## src/design/twl_pkg.sv

```systemverilog
package twl_pkg;

    // list geometry
    localparam int LIST_DEPTH = 16;
    localparam int CNT_W      = $clog2(LIST_DEPTH + 1);
    localparam int TASK_W     = 8;
    localparam int WAIT_W     = 16;

    // request kinds carried on s_tuser
    typedef enum logic [1:0] {
        KIND_ADD  = 2'd0,
        KIND_POP  = 2'd1,
        KIND_TICK = 2'd2,
        KIND_NONE = 2'd3
    } kind_t;

    // result codes carried on m_tuser
    typedef enum logic [2:0] {
        EV_ADDED    = 3'd0,
        EV_FULL     = 3'd1,
        EV_POPPED   = 3'd2,
        EV_EMPTY    = 3'd3,
        EV_TIMEOUT  = 3'd4,
        EV_TICKDONE = 3'd5
    } ev_t;

    // operation applied to every cell of the row together
    typedef enum logic [1:0] {
        OP_HOLD   = 2'd0,
        OP_PUSH   = 2'd1,
        OP_APPEND = 2'd2,
        OP_ROTATE = 2'd3
    } cell_op_t;

    typedef enum logic {
        ST_IDLE = 1'b0,
        ST_TICK = 1'b1
    } state_t;

    // one list entry as held by a cell
    typedef struct packed {
        logic              valid;
        logic              untimed;
        logic [WAIT_W-1:0] wait_cnt;
        logic [TASK_W-1:0] task_id;
    } twl_entry_t;

    // controller to cell row
    typedef struct packed {
        cell_op_t   op;
        logic       keep;
        twl_entry_t fb;
    } cell_ctrl_t;

    // cell row to controller
    typedef struct packed {
        twl_entry_t head;
        logic       full;
        logic       empty;
    } row_stat_t;

endpackage

```

## src/design/twl_cell.sv

```systemverilog
module twl_cell
    import twl_pkg::*;
(
    input  logic       aclk,
    input  logic       aresetn,
    input  cell_ctrl_t ctrl,
    input  twl_entry_t left_in,
    input  twl_entry_t right_in,
    output twl_entry_t entry_out
);

    twl_entry_t entry_reg;
    twl_entry_t entry_next;

    // next entry for the row-wide operation
    always_comb begin
        entry_next = entry_reg;
        unique case (ctrl.op)
            OP_HOLD: begin
                entry_next = entry_reg;
            end
            OP_PUSH: begin
                entry_next = left_in;
            end
            OP_APPEND: begin
                // first empty slot takes the new entry
                if (!entry_reg.valid && left_in.valid) begin
                    entry_next = ctrl.fb;
                end
            end
            OP_ROTATE: begin
                if (right_in.valid) begin
                    entry_next = right_in;
                end else if (entry_reg.valid) begin
                    // tail cell: takes the recycled head or empties
                    if (ctrl.keep) begin
                        entry_next = ctrl.fb;
                    end else begin
                        entry_next.valid = 1'b0;
                    end
                end
            end
            default: begin
                entry_next = entry_reg;
            end
        endcase
    end

    // valid bit is control state and is reset, payload is not
    always_ff @(posedge aclk) begin
        if (!aresetn) begin
            entry_reg.valid <= 1'b0;
        end else begin
            entry_reg.valid <= entry_next.valid;
        end
        entry_reg.untimed  <= entry_next.untimed;
        entry_reg.wait_cnt <= entry_next.wait_cnt;
        entry_reg.task_id  <= entry_next.task_id;
    end

    assign entry_out = entry_reg;

endmodule

```

## src/design/twl_ctrl.sv

```systemverilog
module twl_ctrl
    import twl_pkg::*;
(
    input  logic                aclk,
    input  logic                aresetn,
    input  logic                s_tvalid,
    output logic                s_tready,
    input  logic [1:0]          s_tuser,
    input  logic [TASK_W-1:0]   in_task,
    input  logic [WAIT_W-1:0]   in_wait,
    output logic                m_tvalid,
    input  logic                m_tready,
    output logic [2:0]          m_tuser,
    output logic [TASK_W-1:0]   out_task,
    output logic                m_tlast,
    input  row_stat_t           stat,
    output cell_ctrl_t          ctrl
);

    state_t            state_reg, state_next;
    logic [CNT_W-1:0]  count_reg, count_next;
    logic [CNT_W-1:0]  rem_reg, rem_next;
    logic              in_run_reg, in_run_next;
    logic              m_valid_reg, m_valid_next;
    ev_t               ev_reg, ev_next;
    logic [TASK_W-1:0] task_reg, task_next;
    logic              last_reg, last_next;

    logic              out_free;
    logic              accept;
    kind_t             kind;
    logic              run_now;
    logic [WAIT_W-1:0] dec_wait;
    logic              drop;
    logic              step_go;
    logic              done_go;
    logic              load;

    assign out_free = !m_valid_reg || m_tready;
    assign s_tready = (state_reg == ST_IDLE) && out_free;
    assign accept   = s_tvalid && s_tready;
    assign kind     = kind_t'(s_tuser);

    // head of the list during a tick walk
    assign run_now  = in_run_reg && !stat.head.untimed;
    assign dec_wait = stat.head.wait_cnt - WAIT_W'(1);
    assign drop     = run_now && (dec_wait == '0);
    assign step_go  = (state_reg == ST_TICK) && (rem_reg != '0) && (!drop || out_free);
    assign done_go  = (state_reg == ST_TICK) && (rem_reg == '0) && out_free;

    // next state
    always_comb begin
        state_next = state_reg;
        unique case (state_reg)
            ST_IDLE: begin
                if (accept && kind == KIND_TICK) begin
                    state_next = ST_TICK;
                end
            end
            ST_TICK: begin
                if (done_go) begin
                    state_next = ST_IDLE;
                end
            end
            default: begin
                state_next = ST_IDLE;
            end
        endcase
    end

    // outputs: row control, counters and result register
    always_comb begin
        ctrl        = '{op: OP_HOLD, keep: 1'b0, fb: '0};
        count_next  = count_reg;
        rem_next    = rem_reg;
        in_run_next = in_run_reg;
        load        = 1'b0;
        ev_next     = ev_reg;
        task_next   = task_reg;
        last_next   = last_reg;

        unique case (state_reg)
            ST_IDLE: begin
                // new entry from the request, also fed to cell 0
                ctrl.fb.valid    = 1'b1;
                ctrl.fb.untimed  = (in_wait == '0);
                ctrl.fb.wait_cnt = in_wait;
                ctrl.fb.task_id  = in_task;
                if (accept) begin
                    unique case (kind)
                        KIND_ADD: begin
                            load      = 1'b1;
                            task_next = '0;
                            last_next = 1'b1;
                            if (stat.full) begin
                                ev_next = EV_FULL;
                            end else begin
                                ev_next    = EV_ADDED;
                                count_next = count_reg + CNT_W'(1);
                                ctrl.op    = (in_wait == '0) ? OP_APPEND : OP_PUSH;
                            end
                        end
                        KIND_POP: begin
                            load      = 1'b1;
                            last_next = 1'b1;
                            if (stat.empty) begin
                                ev_next   = EV_EMPTY;
                                task_next = '0;
                            end else begin
                                ev_next    = EV_POPPED;
                                task_next  = stat.head.task_id;
                                count_next = count_reg - CNT_W'(1);
                                ctrl.op    = OP_ROTATE;
                                ctrl.keep  = 1'b0;
                            end
                        end
                        KIND_TICK: begin
                            rem_next    = count_reg;
                            in_run_next = 1'b1;
                        end
                        default: begin
                            load = 1'b0;
                        end
                    endcase
                end
            end
            ST_TICK: begin
                // recycled head goes to the tail, decremented while in the run
                ctrl.fb          = stat.head;
                ctrl.fb.wait_cnt = run_now ? dec_wait : stat.head.wait_cnt;
                if (step_go) begin
                    ctrl.op     = OP_ROTATE;
                    ctrl.keep   = !drop;
                    rem_next    = rem_reg - CNT_W'(1);
                    in_run_next = run_now;
                    if (drop) begin
                        count_next = count_reg - CNT_W'(1);
                        load       = 1'b1;
                        ev_next    = EV_TIMEOUT;
                        task_next  = stat.head.task_id;
                        last_next  = 1'b0;
                    end
                end else if (done_go) begin
                    load      = 1'b1;
                    ev_next   = EV_TICKDONE;
                    task_next = '0;
                    last_next = 1'b1;
                end
            end
            default: begin
                ctrl.op = OP_HOLD;
            end
        endcase

        if (load) begin
            m_valid_next = 1'b1;
        end else if (m_tready) begin
            m_valid_next = 1'b0;
        end else begin
            m_valid_next = m_valid_reg;
        end
    end

    // control registers
    always_ff @(posedge aclk) begin
        if (!aresetn) begin
            state_reg   <= ST_IDLE;
            count_reg   <= '0;
            rem_reg     <= '0;
            in_run_reg  <= 1'b0;
            m_valid_reg <= 1'b0;
        end else begin
            state_reg   <= state_next;
            count_reg   <= count_next;
            rem_reg     <= rem_next;
            in_run_reg  <= in_run_next;
            m_valid_reg <= m_valid_next;
        end
    end

    // result payload
    always_ff @(posedge aclk) begin
        ev_reg   <= ev_next;
        task_reg <= task_next;
        last_reg <= last_next;
    end

    assign m_tvalid = m_valid_reg;
    assign m_tuser  = ev_reg;
    assign out_task = task_reg;
    assign m_tlast  = last_reg;

    // count must agree with the valid bits of the row
    a_full_match: assert property (@(posedge aclk) disable iff (!aresetn)
        stat.full == (count_reg == CNT_W'(LIST_DEPTH)))
        else $error("count and full flag disagree");

    a_empty_match: assert property (@(posedge aclk) disable iff (!aresetn)
        stat.empty == (count_reg == '0))
        else $error("count and empty flag disagree");

    // entries still to visit never exceed entries held
    a_rem_bound: assert property (@(posedge aclk) disable iff (!aresetn)
        (state_reg == ST_TICK) |-> (rem_reg <= count_reg))
        else $error("tick walk overruns the list");

    // a timeout result is never the closing one
    a_timeout_not_last: assert property (@(posedge aclk) disable iff (!aresetn)
        (m_valid_reg && ev_reg == EV_TIMEOUT) |-> !last_reg)
        else $error("timeout result flagged last");

endmodule

```

## src/design/timed_wait_list.sv

```systemverilog
// Timed wait list: up to 16 blocked task ids, each with a remaining wait.
// Requests arrive on the s_ channel: s_tuser is the kind (add, pop, tick;
// the fourth code is taken and ignored), s_tdata carries task id and wait.
// Results leave on the m_ channel: m_tuser is the result code, m_tdata the
// task id, m_tlast marks the final result of a request.
// Add and pop give one result, held in the output register from the cycle
// after the request is taken; the next request may be taken in that cycle.
// A tick walks the row of cells one entry per cycle by rotating the list
// through cell 0, while no held result blocks a release, then closes with
// a tick-done result once every entry held has been visited; no request is
// taken meanwhile.
// The single output register lets a request be taken in the cycle the last
// result is taken; while m_tready is low a pending result holds, s_tready
// drops and a tick walk pauses at the next entry that is to be released.
// Reset (aresetn low, synchronous) empties the list and the output register.
module timed_wait_list
    import twl_pkg::*;
(
    input  logic        aclk,
    input  logic        aresetn,
    input  logic        s_tvalid,
    output logic        s_tready,
    input  logic [1:0]  s_tuser,   // [1:0] kind
    input  logic [23:0] s_tdata,   // [7:0] task_id, [23:8] wait_time
    output logic        m_tvalid,
    input  logic        m_tready,
    output logic [2:0]  m_tuser,   // [2:0] event_res
    output logic [7:0]  m_tdata,   // [7:0] out_task
    output logic        m_tlast
);

    cell_ctrl_t ctrl;
    row_stat_t  stat;
    twl_entry_t entry_q [LIST_DEPTH];

    twl_ctrl u_ctrl (
        .aclk     (aclk),
        .aresetn  (aresetn),
        .s_tvalid (s_tvalid),
        .s_tready (s_tready),
        .s_tuser  (s_tuser),
        .in_task  (s_tdata[TASK_W-1:0]),
        .in_wait  (s_tdata[TASK_W+WAIT_W-1:TASK_W]),
        .m_tvalid (m_tvalid),
        .m_tready (m_tready),
        .m_tuser  (m_tuser),
        .out_task (m_tdata),
        .m_tlast  (m_tlast),
        .stat     (stat),
        .ctrl     (ctrl)
    );

    // row of cells, cell 0 is the list head
    for (genvar i = 0; i < LIST_DEPTH; i++) begin : g_cell
        twl_entry_t left_in;
        twl_entry_t right_in;

        if (i == 0) begin : g_first
            assign left_in = ctrl.fb;
        end else begin : g_mid_l
            assign left_in = entry_q[i-1];
        end

        if (i == LIST_DEPTH - 1) begin : g_last
            assign right_in = '0;
        end else begin : g_mid_r
            assign right_in = entry_q[i+1];
        end

        twl_cell u_cell (
            .aclk      (aclk),
            .aresetn   (aresetn),
            .ctrl      (ctrl),
            .left_in   (left_in),
            .right_in  (right_in),
            .entry_out (entry_q[i])
        );
    end

    // status seen by the controller
    assign stat.head  = entry_q[0];
    assign stat.full  = entry_q[LIST_DEPTH-1].valid;
    assign stat.empty = !entry_q[0].valid;

endmodule

```

## config.mk

```make
export PLATFORM = sky130hd
export DESIGN_NAME = timed_wait_list
export DESIGN_NICKNAME = d
export VERILOG_FILES = /design/src/design/twl_pkg.sv /design/src/design/twl_cell.sv /design/src/design/twl_ctrl.sv /design/src/design/timed_wait_list.sv
export SDC_FILE = /design/constraint.sdc
export NUM_CORES = 1
export LEC_CHECK = 0
export ABC_AREA = 1
export BUFFER_PORTS_ARGS = -buffer_cell sky130_fd_sc_hd__clkbuf_2
export CAP_MARGIN = 20
export CORE_MARGIN = 4
export CORE_UTILIZATION = 55
export CTS_CLUSTER_DIAMETER = 40
export DETAILED_ROUTE_END_ITERATION = 12
export PLACE_DENSITY = 0.75
export SYNTH_ARGS = -nofsm -noshare
export SYNTH_HDL_FRONTEND = slang
export SYNTH_SLANG_ARGS = --single-unit
```

## constraint.sdc

```tcl
create_clock -name aclk -period 10 [get_ports aclk]
set_input_delay 2 -clock aclk [delete_from_list [all_inputs] [get_ports aclk]]
set_output_delay 2 -clock aclk [all_outputs]
set_load 0.02 [all_outputs]
```

==> metrics.txt <==
leading cell types in the layout, fill and taps excluded=nand2_1, edfxtp_1, inv_1, nand3_1, o21ai_0; vias in the first global route=20.7k; initial antenna violation count=0; largest area contributor in the netlist=edfxtp_1; Post-DP HPWL=47400 microns; post-route setup slack=3.77 ns; final core utilization=0.623; Syn. warnings=0; Min Hold Slack=0.473 ns; worst vdd ir=139 uV; status=completed; crit-path max FO=62; share of layout cells above drive strength 1=0.0898; Pint=3670 uW; Area growth syn-to-layout=11.5%; final hold violation count=0; Max Slew Vio Count=0; Pwr per Cell Area=187 mW/mm^2; most common cell after layout, fill and taps aside=nand2_1; Crit Path Category=reg -> reg; Seq cells post-synth=441; ANT cells=0; Flop pwr share=0.452; Sw Share=0.253; Max Cap Viol=0; TritonRoute pass-1 iters=12; Post-Route WL=71800 microns; Worst-Margin Slew=1.13 ns; Tot GR Track Use=0.300; fin crit period=6.23 ns; Mapped Nets=2697; total clock sinks=441; Setup crit end kind=flip-flop; Logic pwr share=0.095; Final Cycle Share=0.623; LEAKAGE=0.00997 uW; Post-Syn Area per Cell=8.87 sq um; final setup vio count=0; vias per inst=6.52; Cells after Synth=2662; DIE WIDTH=215 microns; Die ar.=0.0463 sq mm; initial core utilization=0.559; # IOs=44; met2 routed WL=33600 microns; Req. time, crit path=10.32 ns; CTS Buffer Depth=3; RSZ-0062 raised after global routing=false; H-tree depth=2; GPL Wtd Cong=0.935; FP Rows=75; Final nets=2658; Relative slew margins=0.245; total global routing overflow=0; crit start category=flip-flop; WL met1=27700 microns; CTS clk-pin slew, worst paths=0.06 ns; TritonCTS buffer count=60; Synth Area in Adders=0.00265; number of flip-flops under the largest register name=416; sequential share of the synthesized area=0.549; area fraction in and, or, nand and nor cells after synthesis=0.200; mux share of post-synthesis cell area=0; CTS tree=yes; post-CTS setup buffer count=0; Fmax achieved=161 MHz; post-cts resize count=0; # DRC=0; largest net degree at the start of global routing=84; Top Layer Used=met4; worst skew pair latency=0.62 ns; largest family of logic cells by synthesized area=simple AND/OR/NAND/NOR gates; worst min path class=reg -> reg; Via Count=20.9k; met3 WL post-DR=7710 microns; Final Skew=0.0180 ns; Area contributors post-synth=edfxtp_1, nand2_1, nand3_1, o21ai_0, inv_1; clk root buf=clkbuf_16; compound-gate portion of the synthesized area=0.168; initial drt markers=3289; hold buffers post-CTS=0; Clock power frac=0.454; crit path DAT=6.54 ns; Die Ht=215 microns; Distinct cells, synth=41; final setup TNS=0 ns; global-route wire length before repair=113000 microns; setup slack at placement=3.47 ns; DR WL/cell=22.4 microns; post-synth top area share=0.524; final antenna-violating net count=0; sw power=1250 uW; IO buf count=43; Core Area=0.0422 sq mm; mapped cell area=0.0236 sq mm; xor and xnor area share after synthesis=0.00297
==> power by group through the flow <==
| stage | Clock (uW) | Sequential [uW] | Combinational, uW |
|---|---|---|---|
| after global routing | 2330 | 2230 | 504 |
| after floorplan | 0 | 2240 | 295 |
| final | 2230 | 2220 | 466 |
| after CTS | 2240 | 2220 | 443 |
| after global placement | 0 | 2260 | 422 |
| after detailed placement | 0 | 2260 | 441 |
==> final timing paths <==
| kind | from | endpoint | slack [ns] | depth (start not counted) |
|---|---|---|---|---|
| min reg2reg | u_ctrl.count_reg[4] | u_ctrl.count_reg[4] | 0.47 | 2 |
| max reg2reg | g_cell[0].u_cell.entry_out[8] | g_cell[9].u_cell.entry_out[22] | 3.77 | 19 |
| min | u_ctrl.count_reg[4] | u_ctrl.count_reg[4] | 0.47 | 2 |
| max | g_cell[0].u_cell.entry_out[8] | g_cell[9].u_cell.entry_out[22] | 3.77 | 19 |
==> Yosys cell counts (all sizes together) <==
library cell / n
nand2: 803
edfxtp: 412
inv: 240
nand3: 213
o21ai: 213
a22oi: 113
o22ai: 112
clkbuf: 104
buf: 97
o211ai: 97
nor2: 77
a21oi: 37
dfxtp: 29
o221ai: 25
nand4: 22
nor3: 21
o21a: 8
o31ai: 8
xor2: 6
a21boi: 5
ha: 5
a211oi: 4
clkinv: 4
a31oi: 2
xnor2: 2
a311oi: 1
and3: 1
nor3b: 1
==> kinds of logic (layout without fill, tap and decap cells) <==
| family | count (synthesis) | after routing |
|---|---|---|
| AO/OA/AOI/OAI | 625 | 625 |
| XOR/XNOR | 8 | 8 |
| AND/OR/NAND/NOR | 1138 | 1138 |
| flip-flops | 441 | 441 |
| buffers and inverters | 445 | 455 |
| adder cells (fa/ha/maj) | 5 | 5 |
==> stage by stage <==
stage | cells | total power (uW) | cell area (sq um)
after floorplan | 2662 | 2530 | 23600
after global placement | 3085 | 2680 | 23900
after detailed placement | 3088 | 2700 | 24000
after CTS | 3199 | 4910 | 26100
after global routing | 3211 | 5060 | 26300
final | 3211 | 4920 | 26300
==> critical path, cell delays in order, from the launching register on <==
cell,delay (ns)
edfxtp_1,0.42
inv_1,0.18
ha_1,0.29
nand2_1,0.13
nor2_2,0.17
nand2_1,0.07
nand2_1,0.06
nand2_1,0.07
inv_1,0.06
nand2_1,0.05
nor2_1,0.33
nand2_1,0.11
nand2_1,0.40
nand3_2,0.54
nand2_4,0.80
buf_4,0.51
inv_4,0.21
nand2_4,0.55
buf_4,0.66
o21ai_0,0.22
==> final cells by class <==
cell class              instances  area [sq um]
multi-input cells            1776          8860
well taps                     539           674
inverters                     244           918
repair buffers                100           818
clock buffers                  77          1690
flip-flops and latches        441         13000
clock inverters                34           409
fillers                      3452         15900
==> routing by layer <==
metal  GRT usage  vias up
li1            -     9281
met1       0.406    10100
met2       0.483     1377
met3      0.0520      222
met4       0.122        0
met5           0        -
(Power assumes the default switching activity.)
